[src/rtl/core/armt_pkg.sv]
// shared types and codes for the address region map table
// no dependencies
package armt_pkg;

  localparam int ADDR_W = 32;
  localparam int PART_W = 8;
  localparam int STAT_W = 2;
  localparam int OIDX_W = 4;

  localparam logic ACT_APPEND = 1'b0;
  localparam logic ACT_LOOKUP = 1'b1;

  localparam logic [STAT_W-1:0] ST_APPENDED = 2'd0;
  localparam logic [STAT_W-1:0] ST_FULL     = 2'd1;
  localparam logic [STAT_W-1:0] ST_HIT      = 2'd2;
  localparam logic [STAT_W-1:0] ST_MISS     = 2'd3;

  typedef struct packed {
    logic [ADDR_W-1:0] start;
    logic [ADDR_W-1:0] size;
    logic [PART_W-1:0] partition;
    logic [ADDR_W-1:0] permission;
    logic [ADDR_W-1:0] sector;
  } entry_t;

  localparam int ENTRY_W = $bits(entry_t);

endpackage

[src/rtl/core/address_region_map_table_top.sv]
// an append goes from accept straight to S_POST; a lookup goes to S_SCAN (straight to S_POST on an
// empty table), one slot compared per cycle through the table ram, up to the first hit or the last entry
// one transaction at a time, taken again once S_POST has registered the result;
// a stalled result holds input
// reset: synchronous active low, empties the table; entries are not cleared
// depends on armt_pkg and armt_ram
module address_region_map_table_top
  import armt_pkg::*;
#(
  parameter int MAX_MAPS = 16
) (
  input  logic              clk,
  input  logic              rst_n,
  input  logic              in_valid,
  output logic              in_ready,
  input  logic              in_action,
  input  logic [ADDR_W-1:0] in_lookup_addr,
  input  logic [ADDR_W-1:0] in_region_start,
  input  logic [ADDR_W-1:0] in_region_size,
  input  logic [PART_W-1:0] in_partition_id,
  input  logic [ADDR_W-1:0] in_permission,
  input  logic [ADDR_W-1:0] in_start_sector,
  output logic              out_valid,
  input  logic              out_ready,
  output logic [STAT_W-1:0] out_status,
  output logic [OIDX_W-1:0] out_entry_index,
  output logic [ADDR_W-1:0] out_hit_start,
  output logic [ADDR_W-1:0] out_hit_size,
  output logic [PART_W-1:0] out_hit_partition,
  output logic [ADDR_W-1:0] out_hit_permission,
  output logic [ADDR_W-1:0] out_hit_sector
);

  localparam int IDX_W = (MAX_MAPS > 1) ? $clog2(MAX_MAPS) : 1;
  localparam int CNT_W = $clog2(MAX_MAPS + 1);
  localparam logic [CNT_W-1:0] CNT_MAX = CNT_W'(MAX_MAPS);

  localparam logic [1:0] S_IDLE = 2'd0;
  localparam logic [1:0] S_SCAN = 2'd1;
  localparam logic [1:0] S_POST = 2'd2;

  logic [1:0]        state_r, state_nxt;
  logic [CNT_W-1:0]  count_r, count_nxt;
  logic [CNT_W-1:0]  scan_idx_r, scan_idx_nxt;
  logic [ADDR_W-1:0] addr_r, addr_nxt;
  logic [STAT_W-1:0] res_status_r, res_status_nxt;
  logic [IDX_W-1:0]  res_idx_r, res_idx_nxt;
  entry_t            res_ent_r, res_ent_nxt;
  logic              out_valid_r, out_valid_nxt;
  logic [STAT_W-1:0] out_status_r, out_status_nxt;
  logic [IDX_W-1:0]  out_idx_r, out_idx_nxt;
  entry_t            out_ent_r, out_ent_nxt;

  logic              wr_en;
  entry_t            wr_ent;
  entry_t            rd_ent;
  logic [IDX_W-1:0]  rd_addr;
  logic [CNT_W-1:0]  scan_inc;
  logic [ADDR_W-1:0] rd_end;
  logic              hit;
  logic              out_free;
  logic [IDX_W+3:0]  idx_ext;

  assign wr_ent = '{start:      in_region_start,
                    size:       in_region_size,
                    partition:  in_partition_id,
                    permission: in_permission,
                    sector:     in_start_sector};

  armt_ram #(
    .WIDTH (ENTRY_W),
    .DEPTH (MAX_MAPS)
  ) u_table (
    .clk     (clk),
    .wr_en   (wr_en),
    .wr_addr (count_r[IDX_W-1:0]),
    .wr_data (wr_ent),
    .rd_addr (rd_addr),
    .rd_data (rd_ent)
  );

  assign in_ready = (state_r == S_IDLE);
  assign scan_inc = scan_idx_r + 1'b1;
  assign rd_end   = rd_ent.start + rd_ent.size;
  assign hit      = (addr_r >= rd_ent.start) && (addr_r < rd_end);
  assign out_free = !out_valid_r || out_ready;

  always_comb begin
    state_nxt      = state_r;
    count_nxt      = count_r;
    scan_idx_nxt   = scan_idx_r;
    addr_nxt       = addr_r;
    res_status_nxt = res_status_r;
    res_idx_nxt    = res_idx_r;
    res_ent_nxt    = res_ent_r;
    out_valid_nxt  = out_valid_r && !out_ready;
    out_status_nxt = out_status_r;
    out_idx_nxt    = out_idx_r;
    out_ent_nxt    = out_ent_r;
    wr_en          = 1'b0;
    rd_addr        = '0;
    case (state_r)
      S_IDLE: begin
        if (in_valid) begin
          res_idx_nxt = '0;
          res_ent_nxt = '0;
          if (in_action == ACT_APPEND) begin
            if (count_r == CNT_MAX) begin
              res_status_nxt = ST_FULL;
            end else begin
              wr_en          = 1'b1;
              res_status_nxt = ST_APPENDED;
              res_idx_nxt    = count_r[IDX_W-1:0];
              count_nxt      = count_r + 1'b1;
            end
            state_nxt = S_POST;
          end else begin
            addr_nxt = in_lookup_addr;
            if (count_r == '0) begin
              res_status_nxt = ST_MISS;
              state_nxt      = S_POST;
            end else begin
              scan_idx_nxt = '0;
              state_nxt    = S_SCAN;
            end
          end
        end
      end
      S_SCAN: begin
        rd_addr = scan_inc[IDX_W-1:0];
        if (hit) begin
          res_status_nxt = ST_HIT;
          res_idx_nxt    = scan_idx_r[IDX_W-1:0];
          res_ent_nxt    = rd_ent;
          state_nxt      = S_POST;
        end else if (scan_inc == count_r) begin
          res_status_nxt = ST_MISS;
          state_nxt      = S_POST;
        end else begin
          scan_idx_nxt = scan_inc;
        end
      end
      S_POST: begin
        if (out_free) begin
          out_valid_nxt  = 1'b1;
          out_status_nxt = res_status_r;
          out_idx_nxt    = res_idx_r;
          out_ent_nxt    = res_ent_r;
          state_nxt      = S_IDLE;
        end
      end
      default: begin
        state_nxt = S_IDLE;
      end
    endcase
  end

  always_ff @(posedge clk) begin
    if (!rst_n) begin
      state_r     <= S_IDLE;
      count_r     <= '0;
      out_valid_r <= 1'b0;
    end else begin
      state_r     <= state_nxt;
      count_r     <= count_nxt;
      out_valid_r <= out_valid_nxt;
    end
  end

  always_ff @(posedge clk) begin
    scan_idx_r   <= scan_idx_nxt;
    addr_r       <= addr_nxt;
    res_status_r <= res_status_nxt;
    res_idx_r    <= res_idx_nxt;
    res_ent_r    <= res_ent_nxt;
    out_status_r <= out_status_nxt;
    out_idx_r    <= out_idx_nxt;
    out_ent_r    <= out_ent_nxt;
  end

  assign idx_ext = {4'b0, out_idx_r};

  assign out_valid          = out_valid_r;
  assign out_status         = out_status_r;
  assign out_entry_index    = idx_ext[OIDX_W-1:0];
  assign out_hit_start      = out_ent_r.start;
  assign out_hit_size       = out_ent_r.size;
  assign out_hit_partition  = out_ent_r.partition;
  assign out_hit_permission = out_ent_r.permission;
  assign out_hit_sector     = out_ent_r.sector;

endmodule

[src/rtl/core/armt_ram.sv]
// generic single-port-write, single-port-read ram with registered read
// no dependencies
module armt_ram #(
  parameter int WIDTH = 8,
  parameter int DEPTH = 16
) (
  input  logic                                   clk,
  input  logic                                   wr_en,
  input  logic [((DEPTH > 1) ? $clog2(DEPTH) : 1)-1:0] wr_addr,
  input  logic [WIDTH-1:0]                       wr_data,
  input  logic [((DEPTH > 1) ? $clog2(DEPTH) : 1)-1:0] rd_addr,
  output logic [WIDTH-1:0]                       rd_data
);

  logic [WIDTH-1:0] mem [DEPTH];

  always_ff @(posedge clk) begin
    if (wr_en) begin
      mem[wr_addr] <= wr_data;
    end
    rd_data <= mem[rd_addr];
  end

endmodule

[config.mk]
export PLATFORM = sky130hd
export DESIGN_NAME = address_region_map_table_top
export DESIGN_NICKNAME = d
export VERILOG_FILES = /design/src/rtl/core/armt_pkg.sv /design/src/rtl/core/address_region_map_table_top.sv /design/src/rtl/core/armt_ram.sv
export SDC_FILE = /design/constraint.sdc
export NUM_CORES = 2
export LEC_CHECK = 0
export BUFFER_PORTS_ARGS = -buffer_cell sky130_fd_sc_hd__buf_2
export CORE_AREA = 10 10 413 415
export CTS_CLUSTER_DIAMETER = 80
export DETAILED_ROUTE_END_ITERATION = 10
export DIE_AREA = 0 0 423 425
export PLACE_DENSITY = 0.78
export SETUP_SLACK_MARGIN = 0.5
export SYNTH_ARGS = -nofsm -noshare
export SYNTH_HDL_FRONTEND = slang
export SYNTH_HIERARCHICAL = 1
export SYNTH_SLANG_ARGS = --single-unit
[constraint.sdc]
create_clock -name clk -period 17.01 [get_ports clk]
set_input_delay 2.5515 -clock clk [delete_from_list [all_inputs] [get_ports clk]]
set_output_delay 2.5515 -clock clk [all_outputs]
set_load 0.02 [all_outputs]
# Word level (Yosys, flattened, before mapping)
# Memory sizes are Yosys's and may differ from the RTL's. A register that Yosys moved wholly into a read port is not among the register bits.
# Cells that the tools add are included.
dict set report word_totals {
  ff_bits 329
  ram_bits 2176
  in_bits 173
  output_inout_bits 144
  n_memories 1
}
dict set report classes {
  add_sub_neg 3
  n_lt_le_gt_ge 2
  n_eq_ne 13
  n_mux 37
  bitwise_logic 2
  n_reduce_logical 15
}
# name words width rd rd_ports_with_merged_regs write_ports line
set mem_list {}
lappend mem_list {u_table.mem 16 136 1 1 1 armt_ram.sv:15} ;# logic [WIDTH-1:0] mem [DEPTH];
# operator n
set ops {}
lappend ops {{136-bit 2-to-1 mux} 2}
lappend ops {{136-bit one-hot mux with 2 select lines} 1}
lappend ops {{32-bit adder} 1}
lappend ops {{32-bit >= comparator} 1}
lappend ops {{32-bit < comparator} 1}
lappend ops {{5-bit 2-to-1 mux} 5}
lappend ops {{2-bit 2-to-1 mux} 11}
lappend ops {{4-bit 2-to-1 mux} 5}
lappend ops {{2-bit != test (second input constant)} 6}
lappend ops {{5-bit by 1-bit adder with 5-bit output (second input constant)} 2}
lappend ops {{5-bit one-hot mux with 2 select lines} 1}
lappend ops {{1-bit 2-to-1 mux} 9}
lappend ops {{3-bit AND reduction} 3}
lappend ops {{4-bit one-hot mux with 2 select lines} 1}
lappend ops {{4-bit AND reduction} 2}
lappend ops {{2-bit one-hot mux with 3 select lines} 1}
lappend ops {{6-bit AND reduction} 1}
lappend ops {{5-bit equality test} 1}
lappend ops {{5-bit equality test (second input constant)} 1}
lappend ops {{5-bit logical NOT} 1}
lappend ops {{2-bit one-hot mux with 2 select lines} 1}
lappend ops {{3-bit by 2-bit != test with 1-bit output (second input constant)} 1}
lappend ops {{3-bit != test (second input constant)} 1}
lappend ops {{2-bit by 1-bit equality test with 1-bit output (second input constant)} 1}
lappend ops {{other kinds (9)} 12}

# Longest topological paths before layout
dict set report logic_depth {
  word_depth 7
  ltp_mapped 20
  depth_no_buf 20
}

# Modules after synthesis
# The synthesis kept the hierarchy.
# module instances cells_per_inst area_per_inst_um2
set by_module_without_submodules {}
lappend by_module_without_submodules {armt_ram 1 3548 84347.1}
lappend by_module_without_submodules {address_region_map_table_top 1 948 14054.7}

# Worst setup path after synthesis
# No wires, ideal clock.
dict set report synth_timing {
  kind {input-to-reg}
  from {in in_valid}
  to {mem u_table/mem[0][0] in the netlist's numbering, enable pin}
  setup_ps 798
  t_arrival_ps 12705
  path_slack_ps 3507
  cell_stages 4
  cell_sequence {nand2_1 -> nor3_2 -> or3b_2 -> nor3_1}
}
dict set report synth_via {
  elab_chain_cells 4
}
# item line
set synth_rtl {}
lappend synth_rtl {{start: declaration} address_region_map_table_top.sv:14} ;# input logic in_valid,
lappend synth_rtl {{1-bit 2-to-1 mux} address_region_map_table_top.sv:104} ;# if (in_valid) begin
lappend synth_rtl {{1-bit 2-to-1 mux} address_region_map_table_top.sv:102} ;# case (state_r)
lappend synth_rtl {{via wr_en} address_region_map_table_top.sv:54} ;# logic wr_en;
lappend synth_rtl {{1-bit 2-to-1 mux} armt_ram.sv:18} ;# if (wr_en) begin
lappend synth_rtl {{1-bit 2-to-1 mux (implied by the code)} armt_ram.sv:19} ;# mem[wr_addr] <= wr_data;
lappend synth_rtl {{end: declaration} armt_ram.sv:15}
# The timed path passes the listed nets, and every way through them passes these cells.

# Final worst setup path
dict set report layout_timing {
  from {reg u_table.rd_data[104], read port of u_table.mem}
  to {reg res_ent_r[69] in the netlist's numbering, enable pin}
}
dict set report layout_via {
  elab_chain_cells 5
  word_cells_on_any_way 6
  classes_between {add/sub: 1; order compare: 2; eq/ne: 1; reduce/logical: 2}
}
# item line
set layout_rtl {}
lappend layout_rtl {{start: declaration} armt_ram.sv:12} ;# output logic [WIDTH-1:0] rd_data
lappend layout_rtl {{32-bit adder} address_region_map_table_top.sv:84} ;# assign rd_end = rd_ent.start + rd_ent.size;
lappend layout_rtl {{32-bit < comparator} address_region_map_table_top.sv:85} ;# assign hit = (addr_r >= rd_ent.start) && (addr_r < rd_end);
lappend layout_rtl {{1-bit logical AND (*)} address_region_map_table_top.sv:85}
lappend layout_rtl {{2-bit != test (no source line) (*)} --}
lappend layout_rtl {{3-bit AND reduction (no source line) (*)} --}
lappend layout_rtl {{end signal: assignment} address_region_map_table_top.sv:175} ;# res_ent_r <= res_ent_nxt;
lappend layout_rtl {{end: declaration} address_region_map_table_top.sv:48} ;# entry_t res_ent_r, res_ent_nxt;
# Every way passes the cells marked *; elsewhere a longest branch is shown, timed or not.
# A chain may end at the register's enable or synchronous reset.

==> results.md <==
* Post-synth ARST share at 0%
* Clock Path Buffers at 3
* Largest stage delay, worst path at 0.79 ns
* Post-Syn Instances at 4,496
* Seq/Total Area, Yosys at 79.1%
* Crit. End Element: register
* Worst ir drop on vdd at 0.113 mV
* Fin Clk Skew at 0.0396 ns
* Distinct cells, synth at 73
* Post-DRT Antenna Nets at 0
* Rel. slew slack at 26.9%
* Flop pwr share at 54.7%
* YS warnings at 6
* Setup TNS at 0 ns
* First-pass GRT wire length at 340 mm
* Hold_sp: res_ent_r[12]$_SDFFCE_PN0P_
* Root buf cell: clkbuf_16
* Worst-path clk slew at 0.06 ns
* Routability cong. at 0.824
* Synth top area cells: edfxtp_1, mux4_2, dfxtp_1
* Fin crit period at 6.10 ns
* Clock share of power at 40.9%
* CTS resizes at 0
* Worst Setup SP: u_table/rd_data[104]$_DFF_P_
* Largest net degree at the start of global routing at 153
* CP Class: reg -> reg
* Unrepaired setup endpoints after global routing: false
* Syn nets at 4,767
* Yosys reg bits at 2,641
* CTS buffer count at 241
* Leading area contributor after synthesis: edfxtp_1
* Worst slack, placed at 10.29 ns
* GRT overflow at 0
* Gr usage total at 25.7%
* # hold bufs at CTS at 0
* Full die area at 180,000 sq um
* Final nets at 5,206
* Vias/cell at 6.52
* Vias post-DR at 48.0k
* Hold endpoint: out_hit_sector[12]$_DFFE_PP_
* Leak Pwr at 35.6 nW
* Die outline width at 423 microns
* Predominant post-synthesis flop cell: edfxtp_1
* Core Rows at 148
* Flop-to-flop setup slack at 10.91 ns
* Slowest-stage cell, CP: buf_4
* CTS tree: done
* I/O Buffers at 316
* Htree depth at 4
* Area share of the largest cell type after synthesis at 76.2%
* Power per Cell Area at 120 nW/um^2
* Hold path depth at 0
* Die extent in y at 425 microns
* Worst R2R Path Depth at 21
* Comb pwr share at 4.4%
* Sw Ratio at 20.8%
* Pint at 10.6 mW
* Core box area at 162,000 sq um
* HPWL Detailed at 123 mm
* Setup violations, final at 0
* Share of cells above drive strength 1 at 26.8%
* Drt pass-1 iters at 6
* Final Util at 68.4%
* Post-synth EDFFs at 2,497
* Synth-to-Final Area Change at 12.6%
* Final Hold Vio Count at 0
* Vias in the first global route at 49.4k
* 1st-iter DRT viols at 5,717
* Worst Tran Pin Value at 1.10 ns
* Worst skew pair latency at 0.89 ns
* Max_cap viols at 0
* Initial Util at 60.7%
* Initial antenna violation count at 74
* Crit-path cells: ha_1 -> inv_1 -> fa_1 -> nor2b_1 -> o31a_1 -> o21ai_1 -> o211ai_1 -> a211oi_2 -> o21ai_1 -> mux2i_1 -> nor2_1 -> ha_1 -> a21o_1 -> a21oi_1 -> o21ai_1 -> nor4_1 -> a21oi_1 -> or2_1 -> o21ai_4 -> buf_4 -> buf_4
* Fin crit share at 35.9%
* Syn Std Cell Area at 98,400 sq um
* CP most frequent cell: o21ai_1
* FMAX at 0.164 GHz
* Worst EP required at 17.50 ns
* Crit Path Max Fanout at 60
* Final hold slack at 0.408 ns
* Wirelength, routed at 232 mm
* Status: complete, no violations
* Remaining DRCs at 0
* Critical path arrival at 6.59 ns
* Synth cell count leaders: edfxtp_1, mux4_2, a22oi_1, dfxtp_1, nand2_1
* Fin. max-slew vios at 0
* P_sw at 2.77 mW
* IO Pins at 317
* Hold Crit Class: reg -> reg
* RR Startpoint: u_table/rd_data[104]$_DFF_P_
* PnR worst setup slack at 10.91 ns
* Number of clock sinks at 2,641
* Syn Area/Cell at 21.9 sq um
* Capturing point of the worst reg2reg path: res_ent_r[69]$_SDFFCE_PN0P_
* Detailed-route wire length per cell at 31.6 microns
* Post-CTS Setup Bufs at 0
* Startpoint types: register
* Most frequent cell after synthesis: edfxtp_1
sequential cells by signal, summed over array words and instances (netlist names):
register / cells
scan_idx_r: 5
u_table/mem: 2176
res_idx_r: 4
res_ent_r: 136
u_table/rd_data: 136
count_r: 5
res_status_r: 2
out_hit_size: 32
out_valid: 1
out_hit_permission: 32
out_hit_sector: 32
state_r: 2
out_entry_index: 4
out_hit_partition: 8
addr_r: 32
out_hit_start: 32
out_status: 2
critical path, delay by kind of cell, from the launching register on:
family / cells / cell delay [ns]
mux: 1 / 0.22
simple gates: 4 / 0.84
fa+ha+maj: 3 / 0.89
flops: 1 / 0.35
buf+inv: 3 / 1.24
compound gates: 10 / 2.00
kinds of logic (layout without fill, tap and decap cells):
group                    after synthesis  after routing  share of synthesized area (%)
AO/OA/AOI/OAI                        427            427                           3.15
adder cells (fa/ha/maj)               98             98                           1.25
XOR/XNOR                              41             41                          0.365
AND/OR/NAND/NOR                      446            446                           2.27
buffers and inverters                251            906                           1.20
other                                  0             31                              0
flip-flops                          2641           2641                           79.1
multiplexers                         592            592                           12.6
power by group through the flow:
stage	sequential (mW)	clock (mW)	combinational, mW
after floorplan	7.48	0	0.299
after global placement	7.43	0	0.562
after detailed placement	7.43	0	0.579
after CTS	7.30	5.51	0.586
after global routing	7.30	5.76	0.639
final	7.30	5.45	0.583
per-layer routing:
| metal | vias to the layer above | share of wire [%] | global-route usage [%] |
|---|---|---|---|
| met2 | 2757 | 51 | 42.5 |
| met1 | 25100 | 36 | 33.8 |
| met4 | 36 | 4.0 | 10.7 |
| met3 | 519 | 9.1 | 5.07 |
| li1 | 19600 | - | - |
| met5 | - | 0.098 | 0 |
stage by stage:
stage / power (mW) / cell area (sq um) / std cells
3_3_place_gp: 7.99 / 103000 / 6867
4_1_cts: 13.4 / 111000 / 7326
6_report: 13.3 / 111000 / 7357
5_1_grt: 13.7 / 111000 / 7349
2_1_floorplan: 7.78 / 98400 / 4496
3_5_place_dp: 8.01 / 103000 / 6867
cells in the final DEF, fill, tap and decap left out, types with 61 or more instances in the layout:
| master | n |
|---|---|
| dfxtp_1 | 144 |
| ha_1 | 97 |
| mux4_2 | 514 |
| nor2_1 | 61 |
| and2_1 | 110 |
| buf_2 | 316 |
| clkbuf_16 | 245 |
| a22oi_1 | 237 |
| edfxtp_1 | 2497 |
| nand2_1 | 142 |
| buf_4 | 78 |
worst max-delay path by stage:
stage | end | slack, ns | depth (start not counted)
finish | res_ent_r[69]$_SDFFCE_PN0P_ | 10.91 | 21
global route | res_ent_r[41]$_SDFFCE_PN0P_ | 10.47 | 21
CTS | res_ent_r[41]$_SDFFCE_PN0P_ | 10.92 | 21
detailed placement | u_table/mem[8][58]$_DFFE_PP_ | 10.29 | 8
global placement | u_table/mem[8][58]$_DFFE_PP_ | 10.39 | 8
floorplan | u_table/mem[0][0]$_DFFE_PP_ | 3.51 | 4
area by class of cell:
| class | instances | area, sq um |
|---|---|---|
| flip-flops and latches | 2641 | 77900 |
| multi-input cells | 1604 | 19600 |
| clock inverters | 133 | 1380 |
| inverters | 45 | 169 |
| diodes | 31 | 77.6 |
| well taps | 2175 | 2720 |
| fillers | 9346 | 51300 |
| repair buffers | 402 | 2330 |
| clock buffers | 326 | 6690 |
(Power assumes the default switching activity.)
